<file path="src/design/mked_pkg.sv">
`timescale 1ns / 1ps

package mked_pkg;

    // key count and derived widths
    localparam int NUM_KEYS  = 4;
    localparam int KEY_W     = (NUM_KEYS > 1) ? $clog2(NUM_KEYS) : 1;
    localparam int LEVEL_W   = 4;
    localparam int INDEX_W   = 2;
    localparam int FLAG_W    = 7;
    localparam int TIMER_W   = 16;
    localparam int SCAN_W    = 8;

    // apb register map
    localparam int APB_ADDR_W = 4;
    localparam int APB_DATA_W = 32;

    // register indexes
    localparam logic [1:0] REG_SCAN_DIVIDER = 2'd0;
    localparam logic [1:0] REG_LONG_PRESS   = 2'd1;
    localparam logic [1:0] REG_DOUBLE_GAP   = 2'd2;
    localparam logic [1:0] REG_REPEAT       = 2'd3;

    // register reset values
    localparam logic [SCAN_W-1:0]  SCAN_DIVIDER_RST = 8'd20;
    localparam logic [TIMER_W-1:0] LONG_PRESS_RST   = 16'd2000;
    localparam logic [TIMER_W-1:0] DOUBLE_GAP_RST   = 16'd200;
    localparam logic [TIMER_W-1:0] REPEAT_RST       = 16'd100;

    // event flag bits
    localparam logic [FLAG_W-1:0] FLAG_HELD   = 7'h01;
    localparam logic [FLAG_W-1:0] FLAG_DOWN   = 7'h02;
    localparam logic [FLAG_W-1:0] FLAG_UP     = 7'h04;
    localparam logic [FLAG_W-1:0] FLAG_DOUBLE = 7'h08;
    localparam logic [FLAG_W-1:0] FLAG_SINGLE = 7'h10;
    localparam logic [FLAG_W-1:0] FLAG_LONG   = 7'h20;
    localparam logic [FLAG_W-1:0] FLAG_REPEAT = 7'h40;

    // command codes
    localparam logic CMD_TICK  = 1'b0;
    localparam logic CMD_CHECK = 1'b1;

    // per-key gesture phase
    typedef enum logic [2:0] {
        PH_IDLE   = 3'd0,
        PH_HELD   = 3'd1,
        PH_GAP    = 3'd2,
        PH_SECOND = 3'd3,
        PH_REPEAT = 3'd4
    } t_phase;

    // controller states
    typedef enum logic [1:0] {
        ST_IDLE,
        ST_WALK,
        ST_CHECK,
        ST_DONE
    } t_state;

    typedef struct packed {
        logic [SCAN_W-1:0]  scan_divider;
        logic [TIMER_W-1:0] long_press_ticks;
        logic [TIMER_W-1:0] double_gap_ticks;
        logic [TIMER_W-1:0] repeat_ticks;
    } t_cfg;

    typedef struct packed {
        logic load_in;
        logic step_key;
        logic do_check;
        logic load_out;
    } t_cmd;

    typedef struct packed {
        logic last_key;
        logic slot_free;
    } t_status;

endpackage

</file>
<file path="src/design/mked_ctrl.sv">
`timescale 1ns / 1ps

module mked_ctrl (
    input  logic              i_clk,
    input  logic              i_rst_n,
    input  logic              i_in_valid,
    input  logic              i_cmd,
    input  mked_pkg::t_status i_status,
    output logic              o_in_ready,
    output mked_pkg::t_cmd    o_cmd
);

    mked_pkg::t_state r_state;
    mked_pkg::t_state n_state;

    // state register
    always_ff @(posedge i_clk) begin
        if (!i_rst_n) begin
            r_state <= mked_pkg::ST_IDLE;
        end else begin
            r_state <= n_state;
        end
    end

    // next state and commands
    always_comb begin
        n_state    = r_state;
        o_in_ready = 1'b0;
        o_cmd      = '0;
        case (r_state)
            mked_pkg::ST_IDLE: begin
                o_in_ready = 1'b1;
                if (i_in_valid) begin
                    o_cmd.load_in = 1'b1;
                    n_state = (i_cmd == mked_pkg::CMD_CHECK) ? mked_pkg::ST_CHECK
                                                             : mked_pkg::ST_WALK;
                end
            end
            mked_pkg::ST_WALK: begin
                o_cmd.step_key = 1'b1;
                if (i_status.last_key) begin
                    n_state = mked_pkg::ST_DONE;
                end
            end
            mked_pkg::ST_CHECK: begin
                o_cmd.do_check = 1'b1;
                n_state = mked_pkg::ST_DONE;
            end
            mked_pkg::ST_DONE: begin
                if (i_status.slot_free) begin
                    o_cmd.load_out = 1'b1;
                    n_state = mked_pkg::ST_IDLE;
                end
            end
            default: begin
                n_state = mked_pkg::ST_IDLE;
            end
        endcase
    end

endmodule

</file>
<file path="src/design/mked_dp.sv">
`timescale 1ns / 1ps

module mked_dp (
    input  logic                            i_clk,
    input  logic                            i_rst_n,
    input  mked_pkg::t_cfg                  i_cfg,
    input  mked_pkg::t_cmd                  i_ctl,
    output mked_pkg::t_status               o_status,
    input  logic                            i_cmd,
    input  logic [mked_pkg::LEVEL_W-1:0]    i_key_levels,
    input  logic [mked_pkg::INDEX_W-1:0]    i_key_index,
    input  logic [mked_pkg::FLAG_W-1:0]     i_flag_mask,
    output logic                            o_out_valid,
    input  logic                            i_out_ready,
    output logic                            o_hit
);

    localparam int KC = mked_pkg::NUM_KEYS;
    localparam int KW = mked_pkg::KEY_W;
    localparam int FW = mked_pkg::FLAG_W;
    localparam int TW = mked_pkg::TIMER_W;
    localparam int SW = mked_pkg::SCAN_W;

    // latched word
    logic [mked_pkg::LEVEL_W-1:0] r_levels;
    logic [FW-1:0]                r_mask;
    logic                         r_sample;
    logic                         r_idx_ok;
    logic [KW-1:0]                r_key;
    logic [SW-1:0]                r_scan_count;
    logic                         r_hit;
    logic                         r_out_valid;
    logic                         r_out_hit;

    // per-key state
    logic            r_level_now    [KC];
    logic            r_level_before [KC];
    mked_pkg::t_phase r_phase       [KC];
    logic [TW-1:0]   r_timer        [KC];
    logic [FW-1:0]   r_flags        [KC];

    // next values for the addressed key
    logic            n_level_now;
    logic            n_level_before;
    mked_pkg::t_phase n_phase;
    logic [TW-1:0]   n_timer;
    logic [FW-1:0]   n_flags;
    logic            n_hit;

    logic [SW-1:0]   scan_inc;
    logic            scan_hit;
    logic [mked_pkg::LEVEL_W-1:0] lvl_shift;
    logic            lvl;
    logic [TW-1:0]   t_dec;
    logic [FW-1:0]   masked;

    // scan divider compare at acceptance
    assign scan_inc = r_scan_count + SW'(1);
    assign scan_hit = (scan_inc >= i_cfg.scan_divider);

    // level of the addressed key, keys past the level field read unpressed
    assign lvl_shift = r_levels >> r_key;
    assign lvl       = lvl_shift[0];

    assign t_dec  = (r_timer[r_key] != '0) ? (r_timer[r_key] - TW'(1)) : '0;
    assign masked = r_flags[r_key] & r_mask;

    // per-key update: timer countdown, sampling and gesture phase
    always_comb begin
        n_level_now    = r_level_now[r_key];
        n_level_before = r_level_before[r_key];
        n_phase        = r_phase[r_key];
        n_timer        = t_dec;
        n_flags        = r_flags[r_key];
        n_hit          = 1'b0;
        if (i_ctl.do_check) begin
            n_timer = r_timer[r_key];
            n_hit   = r_idx_ok && (masked != '0);
            if (n_hit) begin
                n_flags = r_flags[r_key] & ~(r_mask & ~mked_pkg::FLAG_HELD);
            end
        end else if (r_sample) begin
            n_level_before = r_level_now[r_key];
            n_level_now    = lvl;
            if (lvl) begin
                n_flags = n_flags | mked_pkg::FLAG_HELD;
            end else begin
                n_flags = n_flags & ~mked_pkg::FLAG_HELD;
            end
            if (lvl && !r_level_now[r_key]) begin
                n_flags = n_flags | mked_pkg::FLAG_DOWN;
            end
            if (!lvl && r_level_now[r_key]) begin
                n_flags = n_flags | mked_pkg::FLAG_UP;
            end
            case (r_phase[r_key])
                mked_pkg::PH_IDLE: begin
                    if (lvl) begin
                        n_timer = i_cfg.long_press_ticks;
                        n_phase = mked_pkg::PH_HELD;
                    end
                end
                mked_pkg::PH_HELD: begin
                    if (!lvl) begin
                        n_timer = i_cfg.double_gap_ticks;
                        n_phase = mked_pkg::PH_GAP;
                    end else if (t_dec == '0) begin
                        n_timer = i_cfg.repeat_ticks;
                        n_flags = n_flags | mked_pkg::FLAG_LONG;
                        n_phase = mked_pkg::PH_REPEAT;
                    end
                end
                mked_pkg::PH_GAP: begin
                    if (lvl) begin
                        n_flags = n_flags | mked_pkg::FLAG_DOUBLE;
                        n_phase = mked_pkg::PH_SECOND;
                    end else if (t_dec == '0) begin
                        n_flags = n_flags | mked_pkg::FLAG_SINGLE;
                        n_phase = mked_pkg::PH_IDLE;
                    end
                end
                mked_pkg::PH_SECOND: begin
                    if (!lvl) begin
                        n_phase = mked_pkg::PH_IDLE;
                    end
                end
                mked_pkg::PH_REPEAT: begin
                    if (!lvl) begin
                        n_phase = mked_pkg::PH_IDLE;
                    end else if (t_dec == '0) begin
                        n_timer = i_cfg.repeat_ticks;
                        n_flags = n_flags | mked_pkg::FLAG_REPEAT;
                    end
                end
                default: begin
                    n_phase = mked_pkg::PH_IDLE;
                end
            endcase
        end
    end

    // key state storage
    always_ff @(posedge i_clk) begin
        if (!i_rst_n) begin
            for (int k = 0; k < KC; k++) begin
                r_level_now[k]    <= 1'b0;
                r_level_before[k] <= 1'b0;
                r_phase[k]        <= mked_pkg::PH_IDLE;
                r_timer[k]        <= '0;
                r_flags[k]        <= '0;
            end
        end else if (i_ctl.step_key || i_ctl.do_check) begin
            r_level_now[r_key]    <= n_level_now;
            r_level_before[r_key] <= n_level_before;
            r_phase[r_key]        <= n_phase;
            r_timer[r_key]        <= n_timer;
            r_flags[r_key]        <= n_flags;
        end
    end

    // word latch, key walk and scan counter
    always_ff @(posedge i_clk) begin
        if (!i_rst_n) begin
            r_scan_count <= '0;
            r_key        <= '0;
            r_sample     <= 1'b0;
            r_idx_ok     <= 1'b0;
            r_hit        <= 1'b0;
        end else if (i_ctl.load_in) begin
            r_levels <= i_key_levels;
            r_mask   <= i_flag_mask;
            r_hit    <= 1'b0;
            if (i_cmd == mked_pkg::CMD_CHECK) begin
                r_key    <= KW'(i_key_index);
                r_idx_ok <= (32'(i_key_index) < KC);
                r_sample <= 1'b0;
            end else begin
                r_key        <= '0;
                r_idx_ok     <= 1'b0;
                r_sample     <= scan_hit;
                r_scan_count <= scan_hit ? '0 : scan_inc;
            end
        end else if (i_ctl.step_key) begin
            r_key <= o_status.last_key ? '0 : (r_key + KW'(1));
        end else if (i_ctl.do_check) begin
            r_hit <= n_hit;
        end
    end

    // output register
    always_ff @(posedge i_clk) begin
        if (!i_rst_n) begin
            r_out_valid <= 1'b0;
        end else if (i_ctl.load_out) begin
            r_out_valid <= 1'b1;
        end else if (i_out_ready) begin
            r_out_valid <= 1'b0;
        end
    end

    always_ff @(posedge i_clk) begin
        if (i_ctl.load_out) begin
            r_out_hit <= r_hit;
        end
    end

    assign o_status.last_key  = (32'(r_key) == KC - 1);
    assign o_status.slot_free = !r_out_valid || i_out_ready;
    assign o_out_valid        = r_out_valid;
    assign o_hit              = r_out_hit;

endmodule

</file>
<file path="src/design/multi_key_event_detector.sv">
`timescale 1ns / 1ps

// Multi-key gesture detector. Each input word is either a tick (i_cmd = 0)
// carrying the pressed level of every key, or a check (i_cmd = 1) that
// tests the flags of key i_key_index against i_flag_mask and clears the
// tested event bits (the held bit is never cleared); every word yields one
// result word whose o_hit is 1 only for a check that found a masked flag.
// For a tick the key state is walked one key per clock through a single
// update path, then the result is loaded into the output register once
// that register is free. A check updates only the addressed key. A new word
// is accepted once the previous one has reached the output register, so
// a waiting result does not block the input. The timing registers sit on
// the APB port at 0x0 (scan divider), 0x4 (long press), 0x8 (double gap)
// and 0xC (repeat period); write them only while the block is idle.
module multi_key_event_detector (
    input  logic                                 i_clk,
    input  logic                                 i_rst_n,
    // apb configuration
    input  logic                                 psel,
    input  logic                                 penable,
    input  logic                                 pwrite,
    input  logic [mked_pkg::APB_ADDR_W-1:0]      paddr,
    input  logic [mked_pkg::APB_DATA_W-1:0]      pwdata,
    output logic [mked_pkg::APB_DATA_W-1:0]      prdata,
    output logic                                 pready,
    // input words
    input  logic                                 i_in_valid,
    output logic                                 o_in_ready,
    input  logic                                 i_cmd,
    input  logic [mked_pkg::LEVEL_W-1:0]         i_key_levels,
    input  logic [mked_pkg::INDEX_W-1:0]         i_key_index,
    input  logic [mked_pkg::FLAG_W-1:0]          i_flag_mask,
    // result words
    output logic                                 o_out_valid,
    input  logic                                 i_out_ready,
    output logic                                 o_hit
);

    mked_pkg::t_cfg    r_cfg;
    mked_pkg::t_cmd    ctl;
    mked_pkg::t_status status;
    logic              wr_en;
    logic [1:0]        reg_sel;

    assign pready  = 1'b1;
    assign wr_en   = psel && penable && pwrite;
    assign reg_sel = paddr[3:2];

    // configuration registers
    always_ff @(posedge i_clk) begin
        if (!i_rst_n) begin
            r_cfg.scan_divider     <= mked_pkg::SCAN_DIVIDER_RST;
            r_cfg.long_press_ticks <= mked_pkg::LONG_PRESS_RST;
            r_cfg.double_gap_ticks <= mked_pkg::DOUBLE_GAP_RST;
            r_cfg.repeat_ticks     <= mked_pkg::REPEAT_RST;
        end else if (wr_en) begin
            case (reg_sel)
                mked_pkg::REG_SCAN_DIVIDER: r_cfg.scan_divider <= pwdata[7:0];
                mked_pkg::REG_LONG_PRESS:   r_cfg.long_press_ticks <= pwdata[15:0];
                mked_pkg::REG_DOUBLE_GAP:   r_cfg.double_gap_ticks <= pwdata[15:0];
                mked_pkg::REG_REPEAT:       r_cfg.repeat_ticks <= pwdata[15:0];
                default: begin
                end
            endcase
        end
    end

    // register readback
    always_comb begin
        case (reg_sel)
            mked_pkg::REG_SCAN_DIVIDER: prdata = 32'(r_cfg.scan_divider);
            mked_pkg::REG_LONG_PRESS:   prdata = 32'(r_cfg.long_press_ticks);
            mked_pkg::REG_DOUBLE_GAP:   prdata = 32'(r_cfg.double_gap_ticks);
            mked_pkg::REG_REPEAT:       prdata = 32'(r_cfg.repeat_ticks);
            default:                    prdata = '0;
        endcase
    end

    mked_ctrl u_ctrl (
        .i_clk      (i_clk),
        .i_rst_n    (i_rst_n),
        .i_in_valid (i_in_valid),
        .i_cmd      (i_cmd),
        .i_status   (status),
        .o_in_ready (o_in_ready),
        .o_cmd      (ctl)
    );

    mked_dp u_dp (
        .i_clk        (i_clk),
        .i_rst_n      (i_rst_n),
        .i_cfg        (r_cfg),
        .i_ctl        (ctl),
        .o_status     (status),
        .i_cmd        (i_cmd),
        .i_key_levels (i_key_levels),
        .i_key_index  (i_key_index),
        .i_flag_mask  (i_flag_mask),
        .o_out_valid  (o_out_valid),
        .i_out_ready  (i_out_ready),
        .o_hit        (o_hit)
    );

endmodule

</file>
<file path="config.mk">
export PLATFORM = sky130hd
export DESIGN_NAME = multi_key_event_detector
export DESIGN_NICKNAME = d
export VERILOG_FILES = /design/src/design/mked_pkg.sv /design/src/design/mked_ctrl.sv /design/src/design/mked_dp.sv /design/src/design/multi_key_event_detector.sv
export SDC_FILE = /design/constraint.sdc
export NUM_CORES = 1
export LEC_CHECK = 0
export BUFFER_PORTS_ARGS = -buffer_cell sky130_fd_sc_hd__buf_4
export CAP_MARGIN = 25
export CORE_MARGIN = 3
export CORE_UTILIZATION = 46
export DETAILED_ROUTE_END_ITERATION = 8
export GPL_TIMING_DRIVEN = 0
export PLACE_DENSITY = 0.65
export SETUP_SLACK_MARGIN = 0.1
export SKIP_LAST_GASP = 1
export SYNTH_ARGS = -nofsm -noshare
export SYNTH_HDL_FRONTEND = slang
export SYNTH_SLANG_ARGS = --single-unit
</file>
<file path="constraint.sdc">
create_clock -name i_clk -period 4.6 [get_ports i_clk]
set_input_delay 0.46 -clock i_clk [delete_from_list [all_inputs] [get_ports i_clk]]
set_output_delay 0.46 -clock i_clk [all_outputs]
set_load 0.05 [all_outputs]
</file>
==> results.cfg <==
[outcome]
status = completed

[timing]
hold_violations = 0
setup-violations-final = 0
tightest_slew_ns = 0.943
timing.final.crit_share = 0.924
final-max-slew-violation-count = 0
timing.fmax_ghz = 0.235
rsz0062_at_grt = false
tns_ns = 0
min_period_ns = 4.25
relSlewSlack = 0.370
final.setup_skew_ns = 0.0117
final.setup.worst_slack_ns = 0.348
holdWs_ns = 0.186

[synth]
synth_mux_area_frac = 0.0972
synth-adder-area-share = 0.0178
netlist_instances = 1078
yosys.area_share.xor_xnor = 0.00829
yosys.area.top_type = edfxtp_1
synth_compound_area_frac = 0.153
ys_async_sr_fraction = 0
synth_most_common_cell = nand2_1
yosys-top-cells-count = nand2_1, nor2_1, edfxtp_1, a21oi_1, dfxtp_1
synth_seq_area_share = 0.479
ys_warn_count = 0
synth_top_family_by_area = simple AND/OR/NAND/NOR gates
mappedNetlistArea_mm2 = 0.0106
ys_types = 76
synth-edff-count = 117
ys_ff_latch = 194
yosys-top-cells-area = edfxtp_1, dfxtp_1, mux4_2, nand2_1, nor2_1
synth_ff_type = edfxtp_1
yosysTopAreaCellShare = 0.333
synth-simple-area-share = 0.191
syn_area_per_cell_um2 = 9.79

[place]
io_buffers = 57
globalplace.congestion = 0.945
preCtsSetupSlack_ns = -0.101
post-place-cells = 1434
dp_hpwl_um = 23300

[floorplan]
core_region_area_mm2 = 0.0222
initial_core_util = 0.476
num_rows = 54
die-height_um = 158
io_pins = 93
dieWidth_um = 158
dieArea_mm2 = 0.0248

[clock_network]
hold_buffers = 0
root_buffer = clkbuf_16
post_cts.repair.setup_buffers = 0
cts_buffers = 17
insertion_delay_ns = 0.45
cts_resized = 7
cts_max_level = 4
clkTransAtPathRegs_ns = 0.08
clock_sinks = 194
tritoncts = yes
cts_max_path_buffers = 2

[power]
vdd_drop_max_mv = 0.387
power.density_mw_per_mm2 = 518
power.total_uw = 6300
power.leakage_uw = 0.00443

[grt]
grt_pass1_vias = 8435
grt_first_pass_wirelength_um = 48900
antenna_found_initial = 0
groute.usage.overall = 0.261
grt.overflow.total = 0
grt_max_degree = 22

[critical_path]
rrSetupSlack_ns = 0.35
cp_slowest_stage_delay_ns = 0.45
cp_top_family = simple AND/OR/NAND/NOR gates
crit_arrival_ns = 4.42
critPathLaunchType = register
crit_required_ns = 4.77
crit_chain = clkbuf_4 > clkbuf_4 > mux4_2 > inv_1 > ha_1 > clkbuf_2 > inv_1 > or3_1 > nor3_2 > nand2_1 > a221o_1 > and2_1 > a311oi_2 > nor3_1
crit_fanout = 10
timing.rr.end = u_dp.r_timer[0][1]$_SDFFCE_PN0P_
reg2reg_depth = 14
critPathKind = reg -> reg
worstPathBufferInverterCount = 5
critPathCaptureType = register
slowest_stage = or3_1

[routing]
drc = 0
postRouteAntennaNets = 0
vias = 8771
firstDrtPassIters = 5
wirelength_um = 31500
detail_route.vias_per_cell = 5.98
drt_iter0_drc = 816
wl_per_cell_um = 21.5

[cells_and_area]
area_growth_pct = 15.0
final_nets = 1245
final_cell_count_no_fill = 1466
antenna_cells = 0
drive_above_1_share = 0.170
area.sequential_mm2 = 0.00505
fillers = 2036
multiInputGateArea_mm2 = 0.00504

[min_path]
hold_end = u_dp.r_mask[1]$_DFFE_PP_
hold_depth = 1
hold_path_startpoint = i_flag_mask[1]
min_path_type = in -> reg

[flow_run]
drv_cap = 0
[through the flow]
stage	utilization	cell area, µm²
CTS	0.547	12100
finish	0.548	12100
detailed placement	0.519	11500
global route	0.548	12100
floorplan	-	10600
global placement	0.514	11400
[cells in the final DEF, fill, tap and decap left out, drive strengths merged, types with 8 or more instances in the layout]
master and instances:
nor3 25, mux2 10, nand4 8, dfxtp 77, inv 48, nand3 28
a21o 11, clkbuf 72, nor2b 10, conb 17, nand2 173, o2111ai 9
nor3b 18, a31oi 12, o21ai 43, edfxtp 117, a211oi 8, ha 15
nand2b 8, a2111oi 8, mux2i 9, nor2 134, a22o 8, mux4 36
a21oi 84, buf 91
[per-layer routing]
layer  up-vias  track usage  wire (µm)
met1      4270        0.362      13900
met3        56       0.0553       2300
met4         0       0.0851        760
met5         -            0          0
met2       367        0.413      14500
li1       4078            -          -
[how the worst max path moves through the flow]
| stage | startpoint | endpoint | slack (ns) | cells past startpoint |
|---|---|---|---|---|
| finish | register | u_dp.r_timer[0][1]$_SDFFCE_PN0P_ | 0.35 | 14 |
| CTS | register | u_dp.r_timer[2][7]$_SDFFCE_PN0P_ | 0.12 | 15 |
| detailed placement | register | u_dp.r_timer[1][11]$_SDFFCE_PN0P_ | -0.10 | 15 |
| global route | register | u_dp.r_timer[1][4]$_SDFFCE_PN0P_ | 0.17 | 15 |
| global placement | register | u_dp.r_timer[0][13]$_SDFFCE_PN0P_ | -0.04 | 15 |
| floorplan | register | u_dp.r_timer[0][1]$_SDFFCE_PN0P_ | 0.92 | 14 |
[worst reg2reg max path, cell delays in order (launching register included)]
cell and delay (ns):
dfxtp_1 0.35, clkbuf_4 0.27, clkbuf_4 0.30, mux4_2 0.41, inv_1 0.09, ha_1 0.14
clkbuf_2 0.17, inv_1 0.09, or3_1 0.45, nor3_2 0.34, nand2_1 0.26, a221o_1 0.39
and2_1 0.16, a311oi_2 0.43, nor3_1 0.14
[report_power, final]
group	switching [µW]	total, µW	internal (µW)
Sequential	62.7	2140	2070
Combinational	1780	2640	863
Clock	783	1520	738
Total	2620	6300	3670
[flip-flops by register name (all words and copies together), names as in the netlist, named ones only]
name,flops
u_dp.r_phase,12
u_dp.r_sample,1
u_dp.o_hit,1
u_dp.r_level_now,4
u_dp.r_flags,28
u_dp.r_scan_count,8
u_dp.r_idx_ok,1
u_dp.r_mask,7
u_ctrl.r_state,2
u_dp.r_key,2
u_dp.r_timer,64
u_dp.r_levels,4
u_dp.o_out_valid,1
r_cfg,56
u_dp.r_hit,1
[cells by family (layout without fill, tap and decap cells)]
group,after synthesis,in the layout
AOI/OAI and AO/OA,238,238
xor gates and xnor gates,10,10
DFF,194,194
and+or+nand+nor,439,439
adders and majority gates,15,15
muxes,55,55
buffers and inverters,125,218
other,2,17
[cell type report]
type                    instances  share of cell area
flip-flops and latches        194               0.416
multi-input cells             774               0.415
repair buffers                 61              0.0433
clock buffers                  17              0.0350
plain buffers                  85              0.0348
well taps                     280              0.0289
clock inverters                15              0.0145
inverters                      40              0.0124
No activity file was read; power rests on OpenSTA's default activity.
